<file path="src/rtl/ultrasonic_ranger_tone_unit_assert.svh">
// Assertion macros shared by the ranger RTL modules.
// Each macro expects clk_i and rst_ni to be visible at the point of use.
`ifndef ULTRASONIC_RANGER_TONE_UNIT_ASSERT_SVH
`define ULTRASONIC_RANGER_TONE_UNIT_ASSERT_SVH

// Same-cycle implication, checked outside reset.
`define URT_ASSERT_IMP(label, ante, cons, msg) \
  label: assert property (@(posedge clk_i) disable iff (!rst_ni) (ante) |-> (cons)) \
    else $error(msg);

// Next-cycle implication, checked outside reset.
`define URT_ASSERT_NXT(label, ante, cons, msg) \
  label: assert property (@(posedge clk_i) disable iff (!rst_ni) (ante) |=> (cons)) \
    else $error(msg);

`endif

</file>
<file path="src/rtl/urt_pkg.sv">
// Package for the ultrasonic ranger tone unit: constants, payload types and
// the band and half-period lookups. No dependencies.
package urt_pkg;

  localparam int unsigned TONE_PRESCALE = 8;
  localparam int unsigned PRESCALE_W = (TONE_PRESCALE > 1) ? $clog2(TONE_PRESCALE) : 1;

  localparam int unsigned CFG_IDX_W  = 2;
  localparam int unsigned CFG_DATA_W = 16;

  // Register indexes of the configuration port.
  localparam logic [CFG_IDX_W-1:0] REG_TRIGGER_TICKS = 2'd0;
  localparam logic [CFG_IDX_W-1:0] REG_TIMEOUT_TICKS = 2'd1;
  localparam logic [CFG_IDX_W-1:0] REG_BAND_TICKS    = 2'd2;

  localparam logic [15:0] TRIGGER_TICKS_RST = 16'd20;
  localparam logic [15:0] TIMEOUT_TICKS_RST = 16'd45000;
  localparam logic [13:0] BAND_TICKS_RST    = 14'd1500;
  localparam logic [2:0]  NOTE_BAND_RST     = 3'd7;
  localparam logic [2:0]  NOTE_BAND_MAX     = 3'd7;

  typedef struct packed {
    logic [15:0] trigger_ticks;
    logic [15:0] timeout_ticks;
    logic [13:0] band_ticks;
  } cfg_t;

  typedef struct packed {
    logic        trigger_out;
    logic        width_valid;
    logic [15:0] echo_width;
    logic [2:0]  note_index;
    logic        timed_out;
  } ctrl_res_t;

  typedef struct packed {
    logic        trigger_out;
    logic        tone_out;
    logic        width_valid;
    logic [15:0] echo_width;
    logic [2:0]  note_index;
    logic        timed_out;
  } out_item_t;

  // Tone half period in prescaled ticks for each note band.
  function automatic logic [6:0] tone_half_ticks(input logic [2:0] band);
    logic [6:0] hp;
    case (band)
      3'd0:    hp = 7'd119;
      3'd1:    hp = 7'd105;
      3'd2:    hp = 7'd94;
      3'd3:    hp = 7'd88;
      3'd4:    hp = 7'd79;
      3'd5:    hp = 7'd70;
      3'd6:    hp = 7'd62;
      default: hp = 7'd59;
    endcase
    return hp;
  endfunction

  // Band of an echo width: the number of band boundaries the width reaches,
  // capped at the farthest band. A zero span counts as one tick.
  function automatic logic [2:0] band_of(input logic [15:0] width,
                                         input logic [13:0] span);
    logic [13:0] span_eff;
    logic [16:0] thr;
    logic [2:0]  cnt;
    span_eff = (span == 14'd0) ? 14'd1 : span;
    cnt = 3'd0;
    for (int k = 1; k <= 7; k++) begin
      thr = 17'(span_eff) * 17'(k);
      if ({1'b0, width} >= thr) begin
        cnt = cnt + 3'd1;
      end
    end
    return cnt;
  endfunction

endpackage

</file>
<file path="src/rtl/urt_if.sv">
// Valid/ready stream interfaces for the ranger input ticks and results.
// Does not depend on urt_pkg; payload fields are plain logic.
interface urt_in_if;
  logic valid;
  logic ready;
  logic echo_level;

  modport source (output valid, output echo_level, input ready);
  modport sink   (input valid, input echo_level, output ready);
endinterface

interface urt_out_if;
  logic        valid;
  logic        ready;
  logic        trigger_out;
  logic        tone_out;
  logic        width_valid;
  logic [15:0] echo_width;
  logic [2:0]  note_index;
  logic        timed_out;

  modport source (output valid, output trigger_out, output tone_out, output width_valid,
                  output echo_width, output note_index, output timed_out, input ready);
  modport sink   (input valid, input trigger_out, input tone_out, input width_valid,
                  input echo_width, input note_index, input timed_out, output ready);
endinterface

</file>
<file path="src/rtl/urt_ctrl.sv">
// Ranging sequencer: trigger pulse, listen window, echo width count and band.
// Depends on urt_pkg and the assertion macro header.
module urt_ctrl (
  input  logic              clk_i,
  input  logic              rst_ni,
  input  logic              fire_i,
  input  logic              echo_i,
  input  urt_pkg::cfg_t     cfg_i,
  output urt_pkg::ctrl_res_t res_o,
  output logic [2:0]        band_o
);
  import urt_pkg::*;

  localparam logic [1:0] PH_TRIGGER = 2'd0;
  localparam logic [1:0] PH_LISTEN  = 2'd1;
  localparam logic [1:0] PH_MEASURE = 2'd2;

  logic [1:0]  phase_q, phase_d;
  logic [15:0] since_trig_q, since_trig_d;
  logic [15:0] since_rise_q, since_rise_d;
  logic        last_echo_q;
  logic [2:0]  band_q, band_d;

  logic [15:0] trig_inc;
  logic [15:0] rise_inc;
  logic        rise, fall, done;

  assign trig_inc = since_trig_q + 16'd1;
  assign rise_inc = since_rise_q + 16'd1;
  assign rise = echo_i & ~last_echo_q;
  assign fall = ~echo_i & last_echo_q;

  always_comb begin
    phase_d      = phase_q;
    since_trig_d = trig_inc;
    since_rise_d = since_rise_q;
    band_d       = band_q;
    done         = 1'b0;
    res_o        = '0;
    res_o.trigger_out = (phase_q == PH_TRIGGER);

    case (phase_q)
      PH_LISTEN, PH_MEASURE: begin
        if (phase_q == PH_MEASURE) begin
          since_rise_d = rise_inc;
          if (fall) begin
            res_o.width_valid = 1'b1;
            res_o.echo_width  = rise_inc;
            band_d            = band_of(rise_inc, cfg_i.band_ticks);
            phase_d           = PH_TRIGGER;
            since_trig_d      = '0;
            done              = 1'b1;
          end
        end else if (rise) begin
          phase_d      = PH_MEASURE;
          since_rise_d = '0;
        end
        // A falling edge on the last listening tick takes precedence.
        if (!done && (trig_inc >= cfg_i.timeout_ticks)) begin
          res_o.timed_out = 1'b1;
          phase_d         = PH_TRIGGER;
          since_trig_d    = '0;
        end
      end
      default: begin
        if (trig_inc >= cfg_i.trigger_ticks) begin
          phase_d      = PH_LISTEN;
          since_trig_d = '0;
        end
      end
    endcase

    res_o.note_index = band_d;
  end

  assign band_o = band_d;

  always_ff @(posedge clk_i or negedge rst_ni) begin
    if (!rst_ni) begin
      phase_q      <= PH_TRIGGER;
      since_trig_q <= '0;
      since_rise_q <= '0;
      last_echo_q  <= 1'b0;
      band_q       <= NOTE_BAND_RST;
    end else if (fire_i) begin
      phase_q      <= phase_d;
      since_trig_q <= since_trig_d;
      since_rise_q <= since_rise_d;
      last_echo_q  <= echo_i;
      band_q       <= band_d;
    end
  end

`include "ultrasonic_ranger_tone_unit_assert.svh"

  `URT_ASSERT_IMP(a_fall_beats_timeout, res_o.width_valid, !res_o.timed_out, "timeout with width")
  `URT_ASSERT_NXT(a_width_retriggers, fire_i && res_o.width_valid, phase_q == PH_TRIGGER, "no retrigger after width")
  `URT_ASSERT_NXT(a_timeout_retriggers, fire_i && res_o.timed_out, phase_q == PH_TRIGGER && since_trig_q == 16'd0, "no retrigger after timeout")
  `URT_ASSERT_IMP(a_width_only_when_valid, !res_o.width_valid, res_o.echo_width == 16'd0, "stray width value")

endmodule

</file>
<file path="src/rtl/urt_tone.sv">
// Square-wave tone generator: a prescaler and a half-period counter set by the band.
// Depends on urt_pkg.
module urt_tone (
  input  logic       clk_i,
  input  logic       rst_ni,
  input  logic       fire_i,
  input  logic [2:0] band_i,
  output logic       tone_o
);
  import urt_pkg::*;

  localparam logic [PRESCALE_W-1:0] PRESCALE_LAST = PRESCALE_W'(TONE_PRESCALE - 1);

  logic [PRESCALE_W-1:0] pre_q, pre_d;
  logic [6:0]            cnt_q, cnt_d;
  logic                  lvl_q, lvl_d;

  always_comb begin
    pre_d = pre_q + PRESCALE_W'(1);
    cnt_d = cnt_q;
    lvl_d = lvl_q;
    if (pre_q == PRESCALE_LAST) begin
      pre_d = '0;
      // A count already at or past a shorter new half period flips at the next prescaler wrap.
      if (cnt_q >= tone_half_ticks(band_i)) begin
        cnt_d = '0;
        lvl_d = ~lvl_q;
      end else begin
        cnt_d = cnt_q + 7'd1;
      end
    end
  end

  always_ff @(posedge clk_i or negedge rst_ni) begin
    if (!rst_ni) begin
      pre_q <= '0;
      cnt_q <= '0;
      lvl_q <= 1'b0;
    end else if (fire_i) begin
      pre_q <= pre_d;
      cnt_q <= cnt_d;
      lvl_q <= lvl_d;
    end
  end

  assign tone_o = lvl_q;

endmodule

</file>
<file path="src/rtl/ultrasonic_ranger_tone_unit.sv">
// Top level of the ultrasonic ranger with tone output.
// Depends on urt_pkg, urt_if, urt_ctrl, urt_tone and the assertion macro header.
//
// Usage: every transfer on in_i is one timer tick carrying the sampled echo
// pin level. Every tick produces exactly one result transfer on out_o with
// the trigger drive and speaker level at the start of that tick, a finished
// echo width with its valid flag, the note band after the tick and a timeout
// flag. The configuration port (cfg_we_i, cfg_idx_i, cfg_wdata_i) writes the
// trigger length, the listen timeout and the band span; an unknown index is
// dropped. Write it only while no tick is in flight.
// A tick accepted into the input register is processed once the result
// register is free, and its result then waits there until out_o takes it.
// Throughput: one tick per cycle while out_o is not stalled; the sequencer
// and tone state update between the input register and result register.
// Reset puts the sequencer in the trigger phase with all counters at zero,
// the note band at the farthest band and the configuration at its defaults.
// When the receiver stalls, the held result keeps its value, one more tick
// waits in the input register, and in_i.ready then drops until out_o moves.
module ultrasonic_ranger_tone_unit (
  input  logic                              clk_i,
  input  logic                              rst_ni,
  urt_in_if.sink                            in_i,
  urt_out_if.source                         out_o,
  input  logic                              cfg_we_i,
  input  logic [urt_pkg::CFG_IDX_W-1:0]     cfg_idx_i,
  input  logic [urt_pkg::CFG_DATA_W-1:0]    cfg_wdata_i
);
  import urt_pkg::*;

  // Configuration registers, loaded straight from the write port.
  cfg_t cfg_q;

  always_ff @(posedge clk_i or negedge rst_ni) begin
    if (!rst_ni) begin
      cfg_q.trigger_ticks <= TRIGGER_TICKS_RST;
      cfg_q.timeout_ticks <= TIMEOUT_TICKS_RST;
      cfg_q.band_ticks    <= BAND_TICKS_RST;
    end else if (cfg_we_i) begin
      case (cfg_idx_i)
        REG_TRIGGER_TICKS: cfg_q.trigger_ticks <= cfg_wdata_i;
        REG_TIMEOUT_TICKS: cfg_q.timeout_ticks <= cfg_wdata_i;
        REG_BAND_TICKS:    cfg_q.band_ticks    <= cfg_wdata_i[13:0];
        default: begin
        end
      endcase
    end
  end

  // Input register: holds one accepted tick until the result register is free.
  logic in_vld_q;
  logic echo_q;
  logic out_vld_q;
  out_item_t out_q;

  logic out_free;   // the result register can take a new value this cycle
  logic fire;       // the held tick is processed at this edge
  logic in_xfer;

  assign out_free = !out_vld_q || out_o.ready;
  assign fire     = in_vld_q && out_free;
  assign in_i.ready = !in_vld_q || fire;
  assign in_xfer  = in_i.valid && in_i.ready;

  always_ff @(posedge clk_i or negedge rst_ni) begin
    if (!rst_ni) begin
      in_vld_q <= 1'b0;
    end else if (in_xfer) begin
      in_vld_q <= 1'b1;
    end else if (fire) begin
      in_vld_q <= 1'b0;
    end
  end

  always_ff @(posedge clk_i) begin
    if (in_xfer) begin
      echo_q <= in_i.echo_level;
    end
  end

  // Per-tick state update: the sequencer and the tone generator advance
  // together whenever a held tick is processed.
  ctrl_res_t  ctrl_res;
  logic [2:0] band_next;
  logic       tone_lvl;

  urt_ctrl u_ctrl (
    .clk_i  (clk_i),
    .rst_ni (rst_ni),
    .fire_i (fire),
    .echo_i (echo_q),
    .cfg_i  (cfg_q),
    .res_o  (ctrl_res),
    .band_o (band_next)
  );

  urt_tone u_tone (
    .clk_i  (clk_i),
    .rst_ni (rst_ni),
    .fire_i (fire),
    .band_i (band_next),
    .tone_o (tone_lvl)
  );

  // Result register.
  always_ff @(posedge clk_i or negedge rst_ni) begin
    if (!rst_ni) begin
      out_vld_q <= 1'b0;
    end else if (out_free) begin
      out_vld_q <= fire;
    end
  end

  always_ff @(posedge clk_i) begin
    if (fire) begin
      out_q.trigger_out <= ctrl_res.trigger_out;
      out_q.tone_out    <= tone_lvl;
      out_q.width_valid <= ctrl_res.width_valid;
      out_q.echo_width  <= ctrl_res.echo_width;
      out_q.note_index  <= ctrl_res.note_index;
      out_q.timed_out   <= ctrl_res.timed_out;
    end
  end

  assign out_o.valid       = out_vld_q;
  assign out_o.trigger_out = out_q.trigger_out;
  assign out_o.tone_out    = out_q.tone_out;
  assign out_o.width_valid = out_q.width_valid;
  assign out_o.echo_width  = out_q.echo_width;
  assign out_o.note_index  = out_q.note_index;
  assign out_o.timed_out   = out_q.timed_out;

`include "ultrasonic_ranger_tone_unit_assert.svh"

  `URT_ASSERT_NXT(a_held_tick_kept, in_vld_q && !out_free, in_vld_q, "held tick lost")
  `URT_ASSERT_NXT(a_fire_fills_output, fire, out_vld_q, "processed tick gave no result")
  `URT_ASSERT_IMP(a_ready_when_empty, !in_vld_q, in_i.ready, "input blocked while empty")

endmodule
</file>
<file path="src/flat_wrapper.sv">
// flat-port wrapper written by rule: the top's interface ports become plain ports
module ultrasonic_ranger_tone_unit_flat import urt_pkg::*;
  (clk_i, rst_ni, cfg_we_i, cfg_idx_i, cfg_wdata_i, in_i_valid, in_i_echo_level, in_i_ready, out_o_valid, out_o_trigger_out, out_o_tone_out, out_o_width_valid, out_o_echo_width, out_o_note_index, out_o_timed_out, out_o_ready);
  urt_in_if in_i_i ();
  urt_out_if out_o_i ();
  input  logic clk_i;
  input  logic rst_ni;
  input  logic cfg_we_i;
  input  logic [urt_pkg::CFG_IDX_W-1:0] cfg_idx_i;
  input  logic [urt_pkg::CFG_DATA_W-1:0] cfg_wdata_i;
  input wire logic [$bits(in_i_i.valid)-1:0] in_i_valid;
  input wire logic [$bits(in_i_i.echo_level)-1:0] in_i_echo_level;
  output wire logic [$bits(in_i_i.ready)-1:0] in_i_ready;
  output wire logic [$bits(out_o_i.valid)-1:0] out_o_valid;
  output wire logic [$bits(out_o_i.trigger_out)-1:0] out_o_trigger_out;
  output wire logic [$bits(out_o_i.tone_out)-1:0] out_o_tone_out;
  output wire logic [$bits(out_o_i.width_valid)-1:0] out_o_width_valid;
  output wire logic [$bits(out_o_i.echo_width)-1:0] out_o_echo_width;
  output wire logic [$bits(out_o_i.note_index)-1:0] out_o_note_index;
  output wire logic [$bits(out_o_i.timed_out)-1:0] out_o_timed_out;
  input wire logic [$bits(out_o_i.ready)-1:0] out_o_ready;
  assign in_i_i.valid = in_i_valid;
  assign in_i_i.echo_level = in_i_echo_level;
  assign in_i_ready = in_i_i.ready;
  assign out_o_valid = out_o_i.valid;
  assign out_o_trigger_out = out_o_i.trigger_out;
  assign out_o_tone_out = out_o_i.tone_out;
  assign out_o_width_valid = out_o_i.width_valid;
  assign out_o_echo_width = out_o_i.echo_width;
  assign out_o_note_index = out_o_i.note_index;
  assign out_o_timed_out = out_o_i.timed_out;
  assign out_o_i.ready = out_o_ready;
  ultrasonic_ranger_tone_unit u_core (.clk_i(clk_i), .rst_ni(rst_ni), .in_i(in_i_i), .out_o(out_o_i), .cfg_we_i(cfg_we_i), .cfg_idx_i(cfg_idx_i), .cfg_wdata_i(cfg_wdata_i));
endmodule
</file>
<file path="config.mk">
export PLATFORM = sky130hd
export DESIGN_NAME = ultrasonic_ranger_tone_unit_flat
export DESIGN_NICKNAME = d
export VERILOG_FILES = /design/src/rtl/urt_pkg.sv /design/src/rtl/urt_if.sv /design/src/rtl/urt_ctrl.sv /design/src/rtl/urt_tone.sv /design/src/rtl/ultrasonic_ranger_tone_unit.sv /design/src/flat_wrapper.sv
export VERILOG_INCLUDE_DIRS = /design/src /design/src/rtl
export SDC_FILE = /design/constraint.sdc
export NUM_CORES = 1
export LEC_CHECK = 0
export ABC_CLOCK_PERIOD_IN_PS = 28800
export CAP_MARGIN = 5
export CORE_MARGIN = 5
export CORE_UTILIZATION = 55
export DETAILED_ROUTE_END_ITERATION = 6
export DONT_BUFFER_PORTS = 1
export GPL_ROUTABILITY_DRIVEN = 0
export PLACE_DENSITY = 0.73
export SLEW_MARGIN = 20
export SYNTH_ARGS = -nofsm -noshare
export SYNTH_HDL_FRONTEND = slang
export SYNTH_HIERARCHICAL = 1
export SYNTH_SLANG_ARGS = --single-unit
</file>
<file path="constraint.sdc">
create_clock -name clk_i -period 28.8 [get_ports clk_i]
set_input_delay 1.44 -clock clk_i [delete_from_list [all_inputs] [get_ports clk_i]]
set_output_delay 1.44 -clock clk_i [all_outputs]
set_load 0.05 [all_outputs]
</file>
## Word-level counts from Yosys, hierarchy flattened

Cells that the tools add are included.

| storage, ports and cells | value |
|---|---|
| output and inout bits | 25 |
| word-level logic and storage cells | 140 |
| input bits | 24 |
| flip-flop bits (word level) | 121 |

| cells by class | value |
|---|---|
| bitwise operators | 5 |
| eq/ne operators | 13 |
| multiplexer cells | 53 |
| multipliers | 4 |
| reductions and logical operators | 25 |
| add/subtract/negate cells | 10 |
| order comparisons | 10 |

Operator list:

| kind | count |
|---|---|
| 16-bit two-way mux | 7 |
| 3-bit two-way mux | 28 |
| 16-bit >= comparator | 4 |
| 16-bit by 17-bit >= comparator with 1-bit output | 3 |
| 7-bit one-hot mux with 7 select lines | 1 |
| 14-bit by 3-bit multiplier with 17-bit output, second input constant | 2 |
| 16-bit by 1-bit adder with 16-bit output, second input constant | 2 |
| 14-bit by 2-bit multiplier with 16-bit output, second input constant | 2 |
| 3-bit by 1-bit adder with 3-bit output, second input constant | 7 |
| 17-bit two-way mux | 1 |
| 16-bit by 14-bit >= comparator with 1-bit output | 1 |
| 16-bit by 15-bit >= comparator with 1-bit output | 1 |
| 14-bit logical NOT | 1 |
| 14-bit two-way mux | 1 |
| 7-bit two-way mux | 2 |
| 3-bit equality test, second input constant | 4 |
| 2-bit two-way mux | 6 |
| 2-bit AND reduction | 5 |
| 3-bit AND reduction | 3 |
| 4-bit != test, second input constant | 2 |
| 7-bit by 1-bit adder with 7-bit output, second input constant | 1 |
| 7-bit >= comparator | 1 |
| 1-bit two-way mux | 7 |
| 3-bit by 2-bit equality test with 1-bit output, second input constant | 2 |
| 13 further kinds | 26 |

## Longest topological paths before layout

Gate-level depths: netlist of the first run.

| depth | value |
|---|---|
| word-level depth | 42 |
| mapped depth | 48 |
| mapped depth without buffers | 44 |

## By module

Netlist of the first run, hierarchy kept.

By module, submodules not included:

| module | cells each | area an instance (µm²) | instances | seq. area each (µm²) |
|---|---|---|---|---|
| urt_ctrl | 981 | 7,886.3 | 1 | 954.7 |
| ultrasonic_ranger_tone_unit | 130 | 2,565.0 | 1 | 1,944.4 |
| urt_tone | 74 | 752.0 | 1 | 275.3 |

## Worst setup path before layout of the first run

OpenSTA, ideal clock, no wires.

| timing | value |
|---|---|
| path kind | register to register |
| start | reg u_core/cfg_q[12] in the netlist's numbering |
| end | reg u_core.u_tone.lvl_q (netlist: u_core/u_tone/tone_o) |
| slack | 19.765 ns |
| path buffers | 4 |
| arrival | 8.912 ns |
| required time | 28.677 ns |
| clock period less this slack | 9.035 ns |
| stages on the path, launching flop included | 49 |
| setup time | 0.123 ns |
| cell sequence | dfrtp_1 -> clkbuf_1 -> inv_1 -> ha_1 -> nand4_1 -> or4_1 -> buf_2 -> clkbuf_1 -> nand2_1 -> inv_1 -> fa_1 -> a21o_1 -> a211oi_1 -> o221ai_1 -> a31oi_1 -> nor2_1 -> o21ai_0 -> xor2_1 -> (+13 left out) -> inv_1 -> ha_1 -> nor2_1 -> nor2_1 -> ha_1 -> nand2_1 -> xnor2_1 -> xor2_1 -> o21ai_0 -> nand2_1 -> xnor2_1 -> ha_1 -> or2b_1 -> a31oi_1 -> o21ai_1 -> and2_1 -> buf_2 -> xor2_1 |

| on the way | value |
|---|---|
| cells in the longest elaborated chain, start to end | 42 |
| elaborated cells on any way between the ends | 58 |
| those cells by class | add/sub (6); mul (4); order compare (8); eq/ne (6); mux (31); reduce/logical (3) |

Ends and longest elaborated chain:

| what | RTL line | source |
|---|---|---|
| from (decl) | ultrasonic_ranger_tone_unit.sv:31 | `cfg_t cfg_q;` |
| 14-bit logical NOT | urt_pkg.sv:68 | `span_eff = (span == 14'd0) ? 14'd1 : span;` |
| 14-bit two-way mux * | urt_pkg.sv:68 |  |
| 16-bit by 14-bit >= comparator with 1-bit output | urt_pkg.sv:72 | `if ({1'b0, width} >= thr) begin` |
| 1-bit two-way mux | urt_pkg.sv:72 |  |
| 3-bit two-way mux | urt_ctrl.sv:46 | `if (fall) begin` |
| 3-bit two-way mux | urt_ctrl.sv:44 | `if (phase_q == PH_MEASURE) begin` |
| 3-bit two-way mux | urt_ctrl.sv:42 | `case (phase_q)` |
| 3-bit by 1-bit adder with 3-bit output | urt_pkg.sv:73 | `cnt = cnt + 3'd1;` |
| (+27 left out) | - |  |
| 3-bit two-way mux * | urt_ctrl.sv:44 |  |
| 3-bit two-way mux * | urt_ctrl.sv:42 |  |
| net u_core.band_next[2] | ultrasonic_ranger_tone_unit.sv:83 | `logic [2:0] band_next;` |
| 3-bit equality test (tied with other cells) | urt_pkg.sv:48 | `case (band)` |
| 7-bit one-hot mux with 7 select lines * | urt_pkg.sv:48 |  |
| 7-bit two-way mux * | urt_tone.sv:22 | `if (pre_q == PRESCALE_LAST) begin` |
| 7-bit >= comparator * | urt_tone.sv:25 | `if (cnt_q >= tone_half_ticks(band_i)) begin` |
| 3-bit AND reduction (no source line) * | - |  |
| to (signal assigned) | urt_tone.sv:42 | `lvl_q <= lvl_d;` |
| to (decl) | urt_tone.sv:16 | `logic lvl_q, lvl_d;` |

Mark *: on every way through the listed nets, which the timed path passes. The rest lies on a longest branch. The select of a mux whose other input is x is not followed.
A chain may end at the register's enable or synchronous reset.

## Worst setup path in the final report of the first run

| timing | value |
|---|---|
| start | reg u_core/cfg_q[12] in the netlist's numbering |
| end | reg u_core.u_tone.cnt_q[2] |

| on the way | value |
|---|---|
| cells in the longest elaborated chain, start to end | 42 |
| elaborated cells on any way between the ends | 58 |
| those cells by class | add/sub (6); mul (4); order compare (8); eq/ne (6); mux (32); reduce/logical (2) |

Ends and longest elaborated chain:

| what | RTL line | source |
|---|---|---|
| 14-bit logical NOT | urt_pkg.sv:68 |  |
| 14-bit two-way mux * | urt_pkg.sv:68 |  |
| 16-bit by 14-bit >= comparator with 1-bit output | urt_pkg.sv:72 |  |
| 1-bit two-way mux | urt_pkg.sv:72 |  |
| 3-bit two-way mux | urt_ctrl.sv:46 |  |
| 3-bit two-way mux | urt_ctrl.sv:44 |  |
| 3-bit two-way mux | urt_ctrl.sv:42 |  |
| 3-bit by 1-bit adder with 3-bit output | urt_pkg.sv:73 |  |
| (+27 left out) | - |  |
| 3-bit two-way mux * | urt_ctrl.sv:44 |  |
| 3-bit two-way mux * | urt_ctrl.sv:42 |  |
| net u_core.band_next[2] | ultrasonic_ranger_tone_unit.sv:83 |  |
| 3-bit equality test (tied with other cells) | urt_pkg.sv:48 |  |
| 7-bit one-hot mux with 7 select lines * | urt_pkg.sv:48 |  |
| 7-bit two-way mux * | urt_tone.sv:22 |  |
| 7-bit >= comparator * | urt_tone.sv:25 |  |
| 7-bit two-way mux * | urt_tone.sv:25 |  |
| to (signal assigned) | urt_tone.sv:41 | `cnt_q <= cnt_d;` |
| to (decl) | urt_tone.sv:15 | `logic [6:0] cnt_q, cnt_d;` |

Marked as above.

==> run metrics, run 1 <==
area fraction in compound gates after synthesis=0.163; CTS Hold Buffers Added=0; Critical Path Sink Type=flop; DRT iter0 DRCs=510; register share of total power=0.261; CTS clock-pin slew for the worst setup and hold paths=0.06 ns; kind of critical path=flop to flop; Die Ht=153 um; most common cell in the netlist=ha_1; CTS tree=done; area leader, netlist=ha_1; combinational power share=0.513; ys flop type=dfrtp_1; Multi-input gate area=0.00750 mm^2; Final Cycle Share=0.352; CTS Buf Count=17; Vias=8,678; Most Frequent Cell on Critical Path=ha_1; largest family of logic cells by synthesized area=adder cells; # DRC=0; vias in the first global route=approximately 8,600; VDD IR-drop max=0.0000414 V; DP Worst Slack=18.88 ns; Slew Limit Fails=0; internal power=approximately 0.00055 W; flop2flop setup slack=18.67 ns; Cell Area, Synth=around 0.011 mm^2; total core area=0.0202 mm^2; RSZ-0062 raised after global routing=false; Final WS setup=18.67 ns; CP required=between 20 and 30 ns; Area contributors post-synth=ha_1, dfrtp_1, edfxtp_1; die width=153 um; cell row count=52; DR WL/cell=17.2 um; reg-to-reg endpoint=u_core/u_tone/cnt_q[2]; Synthesized Nets=around 1,400; FMAX=98.7 MHz; GRT Util Overall=0.222; setup_tns=0 ns; Leak=6.01 nW; share of layout cells above drive strength 1=0.112; Starting Density=0.555; P&R area growth vs syn=7.43%; Startpoint Class=flop; count of maximum capacitance violations=0; Post-Syn Instances=1,185; Slew @ Worst Pin=roughly 1.1 ns; sw power=around 0.00038 W; ys async rst share=0.802; Filler Cell Count=approximately 1,700; CP Max Fanout=15; # Post-CTS Setup Buffers=0; FF/Latch Area=0.00317 mm^2; critical hold path startpoint=u_core/u_ctrl/band_q[0]; register bit total from synthesis=~120; Hold WC Path Type=flop to flop; Hold Path End=u_core/u_ctrl/band_q[0]; die area=between 0.02 and 0.025 mm^2; input/output buffers=0; PostCTS Resize Cnt=0; Post-Synth Simple-Gate Area=0.141; final setup vio count=0; Worst path slowest cell=or4_1; largest net degree at the start of global routing=98; number of clock sinks=roughly 120; Max transition margin=0.232; adder-cell area share of the yosys netlist=0.251; Post-synth EDFFs=24; ANT nets after route=0; drt total wl=25.3 mm; FF-to-FF Start=u_core/cfg_q[12]; sequential element share of the synthesized area=0.283; CTS H-Tree Depth=4; Post-synth top cells=ha_1, inv_1, nand2_1; average instance area after synthesis=9.45 um^2; Synth cell types=79; clock root cell=clkbuf_16; Clock power frac=0.225; Clock Latency Late Sink=slightly above 0.4 ns; Worst Hold Depth=2; Top Ports=49; Min Clock Period, post-route=10.13 ns; first-pass GRT wire length=roughly 43 mm; share of Yosys cell area claimed by the top area cell type=0.228; antenna diode count=0; Nets=1,425; CP peak stage delay=between 0.7 and 0.8 ns; XOR/XNOR Fraction of Synth Area=0.0599; status=finished, final reports clean; R2R depth=44; DR vias/cell=approximately 5.9; grt ovf=0; Critical Path AT=10.48 ns; mux contribution to synthesized area=0.0541; post-detail-place hpwl=about 20 mm; Sw Share=0.410; Pre-antenna DRT Iters=5; Power Density=77.2 mW/mm^2; Synth Warn #=6; CTS max path bufs=2; initial antenna violation count=0; final hold violations=0; Layout Skew=a little under 0.008 ns
-- state kept, by name (all words and copies together) (netlist names) --
register and cells:
u_core/cfg_q 46, u_core/echo_q 1, u_core/in_vld_q 1, u_core/out_o.echo_width 16, u_core/out_o.note_index 3, u_core/out_o.timed_out 1, u_core/out_o.tone_out 1, u_core/out_o.trigger_out 1
u_core/out_o.valid 1, u_core/out_o.width_valid 1, u_core/u_ctrl/band_q 3, u_core/u_ctrl/last_echo_q 1, u_core/u_ctrl/phase_q 2, u_core/u_ctrl/since_rise_q 16, u_core/u_ctrl/since_trig_q 16, u_core/u_tone/cnt_q 7
u_core/u_tone/pre_q 3, u_core/u_tone/tone_o 1
-- worst max path at each step --
| stage | endpoint | slack [ns] | depth (start not counted) | start |
|---|---|---|---|---|
| 5_1_grt | u_core/u_tone/cnt_q[2] | 17.63 | 44 | u_core/cfg_q[12] |
| 2_1_floorplan | u_core/u_tone/tone_o | 19.77 | 48 | u_core/cfg_q[12] |
| 3_5_place_dp | u_core/u_tone/cnt_q[2] | 18.88 | 44 | u_core/cfg_q[12] |
| 4_1_cts | u_core/u_tone/cnt_q[2] | 18.70 | 44 | u_core/cfg_q[12] |
| 6_report | u_core/u_tone/cnt_q[2] | 18.67 | 44 | u_core/cfg_q[12] |
| 3_3_place_gp | u_core/u_tone/cnt_q[2] | 19.12 | 44 | u_core/cfg_q[12] |
-- worst max-delay path: cells and delay by family, from the launching register on --
| kind | cells | cell delay [ns] |
|---|---|---|
| AOI/OAI and AO/OA | 15 | 3.41 |
| xor gates and xnor gates | 4 | 0.81 |
| adders and majority gates | 8 | 2.21 |
| buffers and inverters | 3 | 0.44 |
| DFF | 1 | 0.51 |
| muxes | 1 | 0.21 |
| and+or+nand+nor | 13 | 2.47 |
-- stage by stage --
stage	hold slack, ns	total power [W]	cell area (um^2)	util	cells
floorplan	0.437	0.000611	11200	-	1185
global placement	0.452	0.000703	11500	0.568	1435
detailed placement	0.456	0.000716	11500	0.568	1435
CTS	0.463	0.000931	12000	0.597	1467
global route	0.494	0.00102	12000	0.597	1467
finish	0.461	0.000929	12000	0.597	1467
-- layout make-up --
| cell class | count | area share |
|---|---|---|
| clock inverters | 8 | 0.00800 |
| multi-input cells | 930 | 0.623 |
| flip-flops and latches | 121 | 0.264 |
| repair buffers | 5 | 0.00312 |
| well taps | 270 | 0.0281 |
| inverters | 109 | 0.0340 |
| clock buffers | 24 | 0.0400 |
-- power groups by stage --
stage / Combinational (W) / Clock (W) / Sequential (W)
global route: 0.000545 / 0.000223 / 0.000248
global placement: 0.000458 / 0 / 0.000245
finish: 0.000477 / 0.000209 / 0.000243
floorplan: 0.000376 / 0 / 0.000235
detailed placement: 0.000470 / 0 / 0.000246
CTS: 0.000475 / 0.000213 / 0.000243
-- cells in the final DEF (no fill, tap or decap), types with 10 or more instances in the layout --
master and instances:
a211oi_1 12, a21o_1 33, a21oi_1 65, and2_1 13
and3_1 10, clkbuf_16 17, dfrtp_1 76, dfstp_2 21
edfxtp_1 24, fa_1 13, ha_1 204, inv_1 108
mux2_2 52, nand2_1 79, nand2b_1 19, nand3_1 39
nor2_1 67, nor2b_1 15, nor3_1 14, nor4_1 10
o21a_1 14, o21ai_0 72, xnor2_1 32, xor2_1 39
-- cells by family after synthesis --
group           after synthesis
buf+inv                     134
fa+ha+maj                   217
mux                          54
simple gates                307
flops                       121
xor+xnor                     74
compound gates              278
-- metal layers --
layer  wire length, um  vias to the layer above  GRT usage
met5                 0                        -          0
met3              1480                       35     0.0457
li1                  -                     4269          -
met2             11800                      233      0.365
met1             11500                     4141      0.302
met4               486                        0     0.0581
No activity file was read; power rests on OpenSTA's default activity.
==> run 2: changes to the inputs <==
--- a/config.mk
+++ b/config.mk
@@ -6,7 +6,7 @@
 export SDC_FILE = /design/constraint.sdc
 export NUM_CORES = 1
 export LEC_CHECK = 0
-export ABC_CLOCK_PERIOD_IN_PS = 28800
+export ABC_CLOCK_PERIOD_IN_PS = 10530
 export CAP_MARGIN = 5
 export CORE_MARGIN = 5
 export CORE_UTILIZATION = 55
==> constraint.sdc (replaced) <==
create_clock -name clk_i -period 10.53 [get_ports clk_i]
set_input_delay 0.5265 -clock clk_i [delete_from_list [all_inputs] [get_ports clk_i]]
set_output_delay 0.5265 -clock clk_i [all_outputs]
set_load 0.05 [all_outputs]
==> run metrics, run 2 (synthesis results as in run 1) <==
final hold violations=0 (unchanged); DR vias/cell=5.93 (+0.26%); Hold WC Path Type=primary input to async pin; number of clock sinks=121 (unchanged); Top Ports=49 (unchanged); CP peak stage delay=0.50 ns (-0.24 ns); kind of critical path=flop to flop; Final Cycle Share=0.903 (+0.552); top sig layer=met4; Power Density=212 mW/mm^2 (+170%); Startpoint Class=flop; R2R depth=43 (-2.3%); WL met1=11.7 mm (+2.0%); Critical Path AT=9.86 ns (-0.62 ns); VDD IR-drop max=0.000124 V (+200%); Met2 Wirelength=12.0 mm (+1.6%); Final Cell Area=0.0121 mm^2 (+0.22%); total core area=0.0202 mm^2 (unchanged); Vias=8,718 (+0.46%); P&R area growth vs syn=7.66%; FF-to-FF Start=u_core/cfg_q[12]; Nets=1,428 (+0.21%); Clock Latency Late Sink=0.42 ns (about the same); most common cell after layout, fill and taps aside=ha_1; DRT iter0 DRCs=529 (+3.7%); initial antenna violation count=0 (unchanged); Top delay family on crit path=compound AO/OA/AOI/OAI gates; WP buf/inv=5 (+2); GRT Util Overall=0.224 (+0.00177); routed wl met3=1.44 mm (-2.5%); setup_tns=0 ns (unchanged); CTS clock-pin slew for the worst setup and hold paths=0.06 ns (about the same); Max transition margin=0.269 (+0.0364); drt total wl=25.7 mm (+1.9%); most frequent cells in the layout=ha_1, inv_1, nand2_1; Most Frequent Cell on Critical Path=ha_1; Largest register FFs=46 (unchanged); RSZ-0062 raised after global routing=false; clock root cell=clkbuf_16; CTS tree=done; post-detail-place hpwl=20.2 mm (+1.6%); FMAX=105 MHz (+6.5%); CTS H-Tree Depth=4 (unchanged); Worst path depth=43 (-2.3%); total power=0.00255 W (+170%); die width=153 um (unchanged); Pre-antenna DRT Iters=5 (unchanged); Min Clock Period, post-route=9.51 ns (-0.620 ns); status=finished, final reports clean; Hold WS=0.0130 ns (-0.448 ns); vias in the first global route=8,729 (+1.8%); Slew @ Worst Pin=1.09 ns (-0.0543 ns); Cell Area, Placed=0.0115 mm^2 (+0.13%); crit path launch=u_core/cfg_q[12]; Critical Path Sink Type=flop; cell row count=52 (unchanged); ANT nets after route=0 (unchanged); grt ovf=0 (unchanged); count of maximum capacitance violations=0 (unchanged); final setup vio count=0 (unchanged); Filler Cell Count=1,753 (+1.6%); share of layout cells above drive strength 1=0.113 (+0.00139); CTS Buf Count=17 (unchanged); Slew Limit Fails=0 (unchanged); Core Util, Final=0.598 (+0.00130); first-pass GRT wire length=42.8 mm (about the same); # DRC=0 (unchanged); largest net degree at the start of global routing=98 (unchanged); # Post-CTS Setup Buffers=0 (unchanged); CP Max Fanout=15 (unchanged); die area=0.0233 mm^2 (unchanged); Most flops, register=u_core/cfg_q; DR WL/cell=17.5 um (+1.6%); Layout Skew=0.00878 ns (+0.000931 ns); CP required=10.88 ns (-18.27 ns); antenna diode count=0 (unchanged); Worst path slowest cell=dfrtp_1; CTS max path bufs=2 (unchanged); Starting Density=0.555 (unchanged); Leak=6.02 nW (+0.12%); input/output buffers=0 (unchanged); Die Ht=153 um (unchanged)
run 2: cell count changes in the layout (fill, tap and decap cells not counted), sizes merged:
cell | previous run | this run
buf | 5 | 8
clkinv | 5 | 6
clkbuf | 24 | 22
clkinvlp | 1 | 2
run 2: routing by layer:
| metal | vias up | track usage |
|---|---|---|
| li1 | 4279 | - |
| met4 | 0 | 0.0666 |
| met5 | - | 0 |
| met2 | 216 | 0.372 |
| met1 | 4184 | 0.298 |
| met3 | 39 | 0.0432 |
run 2: power breakdown:
part           switching, W  leakage (nW)  total (W)  internal, W
clock network      0.000206         0.269   0.000557     0.000351
logic              0.000759          4.32    0.00133     0.000573
registers         0.0000978          1.43   0.000663     0.000565
run 2: final timing paths:
kind,slack [ns],to
min,0.01,u_core/u_ctrl/since_rise_q[3]
max in group asynchronous,10.07,u_core/cfg_q[4]
max reg2reg,1.02,u_core/u_tone/cnt_q[2]
min reg2reg,0.47,u_core/u_ctrl/band_q[0]
max,1.02,u_core/u_tone/cnt_q[2]
min in group clk_i,0.20,u_core/echo_q
run 2: cell type report:
type                       instances  area [um^2]  area share
clock buffer                      22          454      0.0377
clock inverter                    10          103     0.00851
inverter                         109          409      0.0339
multi-input combinational        930         7500       0.622
sequential                       121         3170       0.263
tap                              270          338      0.0280
timing repair buffer               8         80.1     0.00664
run 2: worst register-to-register path: cells and delay by family, from the launching register on:
kind,cells,cell delay (ns)
compound gates,13,2.82
simple gates,13,2.26
xor+xnor,3,0.71
buf+inv,5,0.68
mux,1,0.22
fa+ha+maj,8,2.26
flops,1,0.50
run 2: stage by stage:
stage / instances / setup slack (ns)
finish: 1470 / 1.02
global route: 1470 / 0.0796
CTS: 1470 / 0.757
detailed placement: 1437 / 0.794
global placement: 1437 / 1.01
floorplan: 1185 / 1.50
run 2: timing repair:
item                       in CTS  in global routing
hold endpoints to repair       97                  0
resized for setup               0                  3
hold buffers                    1                  0
setup endpoints to repair       0                  8
